## src/rtl/core/vsdtg_pkg.sv

```systemverilog
// Package for the video sync / DE timing generator.
// Holds register widths, reset values, register indexes and the axis status type.
// No dependencies.
`default_nettype none

package vsdtg_pkg;

  localparam int REG_W             = 12;
  localparam int CFG_IDX_W         = 3;
  localparam int COUNTER_WIDTH_DEF = 12;

  localparam logic [REG_W-1:0] H_TOTAL_RST         = 12'd264;
  localparam logic [REG_W-1:0] H_SYNC_WIDTH_RST    = 12'd32;
  localparam logic [REG_W-1:0] H_VISIBLE_START_RST = 12'd64;
  localparam logic [REG_W-1:0] V_TOTAL_RST         = 12'd628;
  localparam logic [REG_W-1:0] V_SYNC_WIDTH_RST    = 12'd2;
  localparam logic [REG_W-1:0] V_VISIBLE_START_RST = 12'd28;

  typedef enum logic [CFG_IDX_W-1:0] {
    REG_H_TOTAL         = 3'd0,
    REG_H_SYNC_WIDTH    = 3'd1,
    REG_H_VISIBLE_START = 3'd2,
    REG_V_TOTAL         = 3'd3,
    REG_V_SYNC_WIDTH    = 3'd4,
    REG_V_VISIBLE_START = 3'd5
  } reg_idx_t;

  typedef struct packed {
    logic wrap;
    logic at_zero;
    logic sync_level;
    logic visible;
  } axis_status_t;

endpackage

`default_nettype wire

```

## src/rtl/core/vsdtg_axis_counter.sv

```systemverilog
// One timing axis: position counter with wrap at its total, plus sync and visible decode.
// Depends on vsdtg_pkg.
`default_nettype none

module vsdtg_axis_counter
  import vsdtg_pkg::*;
#(
  parameter int COUNTER_WIDTH = COUNTER_WIDTH_DEF
) (
  input  wire logic             clk,
  input  wire logic             rst_n,
  input  wire logic             advance_i,
  input  wire logic [REG_W-1:0] total_i,
  input  wire logic [REG_W-1:0] sync_width_i,
  input  wire logic [REG_W-1:0] visible_start_i,
  output axis_status_t          status_o
);

  localparam int CmpW = ((COUNTER_WIDTH > REG_W) ? COUNTER_WIDTH : REG_W) + 1;

  logic [COUNTER_WIDTH-1:0] cnt_r;
  logic [COUNTER_WIDTH-1:0] cnt_nxt;
  logic [CmpW-1:0]          cnt_ext;
  logic [CmpW-1:0]          cnt_inc;
  logic                     wrap;

  assign cnt_ext = CmpW'(cnt_r);
  assign cnt_inc = cnt_ext + CmpW'(1);
  assign wrap    = (cnt_inc >= CmpW'(total_i)) || (&cnt_r);

  always_comb begin
    cnt_nxt = cnt_r;
    if (advance_i) begin
      cnt_nxt = wrap ? '0 : cnt_inc[COUNTER_WIDTH-1:0];
    end
  end

  always_ff @(posedge clk) begin
    if (!rst_n) begin
      cnt_r <= '0;
    end else begin
      cnt_r <= cnt_nxt;
    end
  end

  assign status_o.wrap       = wrap;
  assign status_o.at_zero    = (cnt_r == '0);
  assign status_o.sync_level = !(cnt_ext < CmpW'(sync_width_i));
  assign status_o.visible    = (cnt_ext >= CmpW'(visible_start_i));

endmodule

`default_nettype wire

```

## src/rtl/core/video_sync_de_timing_generator_top.sv

```systemverilog
// Top level of the video sync / DE timing generator: config registers, two axis counters
// and the result register. Depends on vsdtg_pkg and vsdtg_axis_counter.
//
//   Channel  Direction  Handshake            Payload
//   in       input      in_valid / in_stall  in_pixel_enable
//   out      output     out_valid / out_stall out_hsync_level, out_vsync_level,
//                                            out_data_enable, out_frame_start
//   cfg      input      cfg_we               cfg_index, cfg_wdata
//
// Each request gives its result in the cycle after acceptance, and one request can be taken
// every cycle while in_stall is low; the result register is the only stage.
// On an accepted request with pixel_enable set the h counter advances, and v if h wraps.
// in_stall is high only while a result waits in the register and out_stall is high.
// Synchronous reset clears the counters and the result valid, and restores the registers.
`default_nettype none

module video_sync_de_timing_generator_top
  import vsdtg_pkg::*;
#(
  parameter int COUNTER_WIDTH = COUNTER_WIDTH_DEF
) (
  input  wire logic                 clk,
  input  wire logic                 rst_n,
  input  wire logic                 in_valid,
  output logic                      in_stall,
  input  wire logic                 in_pixel_enable,
  output logic                      out_valid,
  input  wire logic                 out_stall,
  output logic                      out_hsync_level,
  output logic                      out_vsync_level,
  output logic                      out_data_enable,
  output logic                      out_frame_start,
  input  wire logic                 cfg_we,
  input  wire logic [CFG_IDX_W-1:0] cfg_index,
  input  wire logic [REG_W-1:0]     cfg_wdata
);

  logic [REG_W-1:0] h_total_r, h_sync_width_r, h_visible_start_r;
  logic [REG_W-1:0] v_total_r, v_sync_width_r, v_visible_start_r;

  logic         accept;
  logic         h_adv;
  logic         v_adv;
  axis_status_t h_stat;
  axis_status_t v_stat;

  logic out_valid_r, out_valid_nxt;
  logic hsync_r, vsync_r, de_r, fs_r;

  assign in_stall = out_valid_r && out_stall;
  assign accept   = in_valid && !in_stall;
  assign h_adv    = accept && in_pixel_enable;
  assign v_adv    = h_adv && h_stat.wrap;

  always_ff @(posedge clk) begin
    if (!rst_n) begin
      h_total_r         <= H_TOTAL_RST;
      h_sync_width_r    <= H_SYNC_WIDTH_RST;
      h_visible_start_r <= H_VISIBLE_START_RST;
      v_total_r         <= V_TOTAL_RST;
      v_sync_width_r    <= V_SYNC_WIDTH_RST;
      v_visible_start_r <= V_VISIBLE_START_RST;
    end else if (cfg_we) begin
      case (reg_idx_t'(cfg_index))
        REG_H_TOTAL:         h_total_r         <= cfg_wdata;
        REG_H_SYNC_WIDTH:    h_sync_width_r    <= cfg_wdata;
        REG_H_VISIBLE_START: h_visible_start_r <= cfg_wdata;
        REG_V_TOTAL:         v_total_r         <= cfg_wdata;
        REG_V_SYNC_WIDTH:    v_sync_width_r    <= cfg_wdata;
        REG_V_VISIBLE_START: v_visible_start_r <= cfg_wdata;
        default: ;
      endcase
    end
  end

  vsdtg_axis_counter #(
    .COUNTER_WIDTH(COUNTER_WIDTH)
  ) u_h_axis (
    .clk            (clk),
    .rst_n          (rst_n),
    .advance_i      (h_adv),
    .total_i        (h_total_r),
    .sync_width_i   (h_sync_width_r),
    .visible_start_i(h_visible_start_r),
    .status_o       (h_stat)
  );

  vsdtg_axis_counter #(
    .COUNTER_WIDTH(COUNTER_WIDTH)
  ) u_v_axis (
    .clk            (clk),
    .rst_n          (rst_n),
    .advance_i      (v_adv),
    .total_i        (v_total_r),
    .sync_width_i   (v_sync_width_r),
    .visible_start_i(v_visible_start_r),
    .status_o       (v_stat)
  );

  always_comb begin
    out_valid_nxt = out_valid_r;
    if (accept) begin
      out_valid_nxt = 1'b1;
    end else if (!out_stall) begin
      out_valid_nxt = 1'b0;
    end
  end

  always_ff @(posedge clk) begin
    if (!rst_n) begin
      out_valid_r <= 1'b0;
    end else begin
      out_valid_r <= out_valid_nxt;
    end
  end

  always_ff @(posedge clk) begin
    if (accept) begin
      hsync_r <= h_stat.sync_level;
      vsync_r <= v_stat.sync_level;
      de_r    <= h_stat.visible && v_stat.visible;
      fs_r    <= h_stat.at_zero && v_stat.at_zero;
    end
  end

  assign out_valid       = out_valid_r;
  assign out_hsync_level = hsync_r;
  assign out_vsync_level = vsync_r;
  assign out_data_enable = de_r;
  assign out_frame_start = fs_r;

endmodule

`default_nettype wire
```

## config.mk

```make
export PLATFORM = sky130hd
export DESIGN_NAME = video_sync_de_timing_generator_top
export DESIGN_NICKNAME = d
export VERILOG_FILES = /design/src/rtl/core/vsdtg_pkg.sv /design/src/rtl/core/vsdtg_axis_counter.sv /design/src/rtl/core/video_sync_de_timing_generator_top.sv
export SDC_FILE = /design/constraint.sdc
export NUM_CORES = 1
export LEC_CHECK = 0
export CAP_MARGIN = 15
export CORE_ASPECT_RATIO = 0.75
export CORE_UTILIZATION = 71
export CTS_BUF_LIST = sky130_fd_sc_hd__clkbuf_2 sky130_fd_sc_hd__clkbuf_4 sky130_fd_sc_hd__clkbuf_8
export DETAILED_ROUTE_END_ITERATION = 10
export DONT_BUFFER_PORTS = 1
export GPL_ROUTABILITY_DRIVEN = 0
export HOLD_SLACK_MARGIN = 0.1
export PLACE_DENSITY = 0.95
export SLEW_MARGIN = 40
export SYNTH_ARGS = -nofsm -noshare
export SYNTH_HDL_FRONTEND = slang
export SYNTH_SLANG_ARGS = --single-unit
```

## constraint.sdc

```tcl
create_clock -name clk -period 7.51 [get_ports clk]
set_clock_uncertainty 0.05 [all_clocks]
set_input_delay 0.3755 -clock clk [delete_from_list [all_inputs] [get_ports clk]]
set_output_delay 0.3755 -clock clk [all_outputs]
set_load 0.02 [all_outputs]
```

==> results.cfg <==
[global_route]
grt_antenna_before_repair = 2
grt_start_max_net_pins = 61
grt_usage = 0.4486
grt_pass1_wl_um = 29060
grt_pass1_vias = 5630
overflow = 0

[critical_path]
worstSetupPathType = flip-flop to flip-flop
crit_arrival_ns = 4.07
critPathSlowestCell = a211oi_2
crit_path_max_fanout = 10
cp-end-kind = flip-flop
worst-path-buf-inv = 0
slowest_delay_ns = 0.63
cp-start-kind = flip-flop
crit_chain = ha_1, and2_1, nand4_1, nor2_1, xor2_1, ha_1, a21o_1, a21oi_1, o31ai_1, a211oi_2, o2111ai_1, a21oi_1
critPathRequiredTime_ns = 7.78
critical-path-top-delay-family = compound AO/OA/AOI/OAI gates

[clock_network]
htree_levels = 3
cts_tree = yes
path_clk_slew_ns = 0.10
clockBufferDepth = 2
cts_root_buf = clkbuf_8
cts_sinks = 101
ctsResizeCount = 0
numCtsBuffers = 9
clkLatencyLatePin_ns = 0.40

[sta]
tightest_slew_ns = 0.8136
fmax_mhz = 263.4
maxSlewViolCount = 0
hold_viol_final = 0
fin_tns_setup_ns = 0
finalCritPeriodShare = 0.5055
rsz0062_at_grt = no
worst_slack_ns = 3.713
hold_ws_ns = 0.1052
setup_violations = 0
min_period_ns = 3.797
relSlewSlack = 0.4540

[yosys]
synth_flop_cell = dfxtp_1
syn-num-nets = 854
yosysWarningCount = 0
syn_area_um2 = 5996
synth_edf_count = 4
postSynth.asyncResetShare = 0
synthCells = 759
synth_top_area_cell = dfxtp_1
yosysSeqAreaShare = 0.3439
ys_top_cells_by_area = dfxtp_1 (32%), ha_1 (15%), nand2_1 (11%)
syn_area_per_cell_um2 = 7.900
synth_top_area_frac = 0.3239
ys_types = 55
ys_ff_latch = 101

[die]
row_count = 28
coreArea_um2 = 8023
die_area_um2 = 8820
die_h_um = 81.59
initial_core_util = 0.7473
ios = 27
die_w_um = 108.1

[detailed_routing]
wl_um = 18860
antenna_left = 0
drt_iter0_markers = 787
dr.pass1.iters = 9
avgRoutedWirePerCell_um = 21.80
vias_per_cell = 6.778
num_vias = 5863
drc = 0

[worst_hold_path]
hold_path_class = primary input to flip-flop

[cells_and_area]
syn_to_final_growth_pct = 6.219
fin_nets = 848
fillers = 488
drive_above_1_share = 0.03958

[flow_run]
maxCapViolCount = 0

[power]
p_per_area_nw_per_um2 = 160.8
vdd_drop_max_mv = 0.1760
p_leak_nw = 2.600

[status]
status = finished clean

[placement]
place_ws_ns = 4.034
port_buffers = 0
post-dp-hpwl_um = 12560
-- flip-flops by register name (all words and copies together), names as in the netlist, 12 cells and up --
name               flops
v_total_r             12
v_visible_start_r     12
h_visible_start_r     12
u_h_axis.cnt_r        12
u_v_axis.cnt_r        12
h_total_r             12
h_sync_width_r        12
v_sync_width_r        12
-- layout make-up --
class                           count  area (um^2)  area share
Antenna cell                        2        5.005   0.0007859
Inverter                           77        289.0     0.04538
Sequential cell                   101         2062      0.3238
Tap cell                          105        131.4     0.02063
Multi-Input combinational cell    547         3505      0.5503
Timing Repair Buffer               17        162.7     0.02554
Clock buffer                       10        137.6     0.02161
Clock inverter                      6        76.32     0.01198
-- kinds of logic (layout without fill, tap and decap cells) --
logic type / after synthesis / in the layout / share of synthesized area
flip-flops: 101 / 101 / 0.3439
adder cells (fa/ha/maj): 74 / 74 / 0.1544
buffers and inverters: 111 / 110 / 0.07199
AND/OR/NAND/NOR: 276 / 276 / 0.2120
other: 0 / 2 / 0
XOR/XNOR: 24 / 24 / 0.03506
AO/OA/AOI/OAI: 173 / 173 / 0.1826
-- worst reg2reg max path, cell delays in order (launching register included) --
cell,delay [ns]
dfxtp_1,0.58
ha_1,0.32
and2_1,0.18
nand4_1,0.24
nor2_1,0.20
xor2_1,0.26
ha_1,0.31
a21o_1,0.19
a21oi_1,0.15
o31ai_1,0.14
a211oi_2,0.63
o2111ai_1,0.29
a21oi_1,0.20
-- path summary, 6_finish.rpt --
| path | start | to | cells after the start | slack (ns) |
|---|---|---|---|---|
| setup / recovery | u_v_axis.cnt_r[0]$_SDFFE_PN0P_ | u_v_axis.cnt_r[10]$_SDFFE_PN0P_ | 12 | 3.71 |
| hold / removal | rst_n | u_v_axis.cnt_r[2]$_SDFFE_PN0P_ | 2 | 0.11 |
| setup reg to reg | u_v_axis.cnt_r[0]$_SDFFE_PN0P_ | u_v_axis.cnt_r[10]$_SDFFE_PN0P_ | 12 | 3.71 |
| hold reg to reg | v_sync_width_r[7]$_SDFFE_PN0P_ | v_sync_width_r[7]$_SDFFE_PN0P_ | 2 | 0.41 |
-- repair_timing --
action / CTS / global route
buffers inserted: 0 / 0
hold buffers: 16 / 0
hold endpoints to repair: 82 / 0
-- power breakdown --
| part | internal [mW] | total [mW] | switching (mW) | leakage, nW |
|---|---|---|---|---|
| clock | 0.169 | 0.381 | 0.212 | 0.109 |
| sequential | 0.550 | 0.559 | 0.00859 | 0.824 |
| combinational | 0.0261 | 0.0840 | 0.0579 | 1.67 |
-- through the flow --
stage	instances	cell area (um^2)	power [mW]	utilization
floorplan	759	5996	0.6163	-
global placement	831	5992	0.6271	0.7469
detailed placement	831	5992	0.6313	0.7469
CTS	863	6366	1.014	0.7935
global route	863	6364	1.044	0.7932
finish	865	6369	1.024	0.7938
-- metal layers --
metal | wire length (um) | global-route usage
met5 | 21 | 0
met4 | 879 | 0.2082
met3 | 3173 | 0.2341
met2 | 7875 | 0.6758
met1 | 6906 | 0.5299
-- synthesized netlist by cell type, types with 4 or more instances --
master and n:
inv_1 77, nor2b_1 5, nand2b_1 5, xor2_1 8, a21o_1 25, clkbuf_1 29
ha_1 74, a31oi_1 4, nand4_1 19, o22ai_1 7, o21ai_0 5, xnor2_1 16
and3_1 9, nor4_1 4, edfxtp_1 4, dfxtp_1 97, or3_1 8, o211ai_1 16
nor2_1 15, nand2_1 169, nor3_1 4, a21oi_1 81, a22oi_1 9, nand3_1 23
and2_1 4
-- placed cells by master (no fill, tap or decap), types with 3 or more instances in the layout --
cell | netlist | layout
nand2_1 | 169 | 169
dfxtp_1 | 97 | 97
a21oi_1 | 81 | 81
inv_1 | 77 | 76
ha_1 | 74 | 74
a21o_1 | 25 | 25
nand3_1 | 23 | 23
nand4_1 | 19 | 19
o211ai_1 | 16 | 16
xnor2_1 | 16 | 16
dlygate4sd3_1 | 0 | 15
nor2_1 | 15 | 14
clkbuf_8 | 0 | 10
and3_1 | 9 | 9
a22oi_1 | 9 | 9
or3_1 | 8 | 8
xor2_1 | 8 | 8
o22ai_1 | 7 | 7
nor2b_1 | 5 | 5
and2_1 | 4 | 5
o21ai_0 | 5 | 5
nand2b_1 | 5 | 5
nor3_1 | 4 | 4
a31oi_1 | 4 | 4
nor4_1 | 4 | 4
edfxtp_1 | 4 | 4
o21ai_1 | 3 | 3
o2111ai_1 | 3 | 3
o21a_1 | 3 | 3
Note: power is estimated with default switching activity, not from simulation.
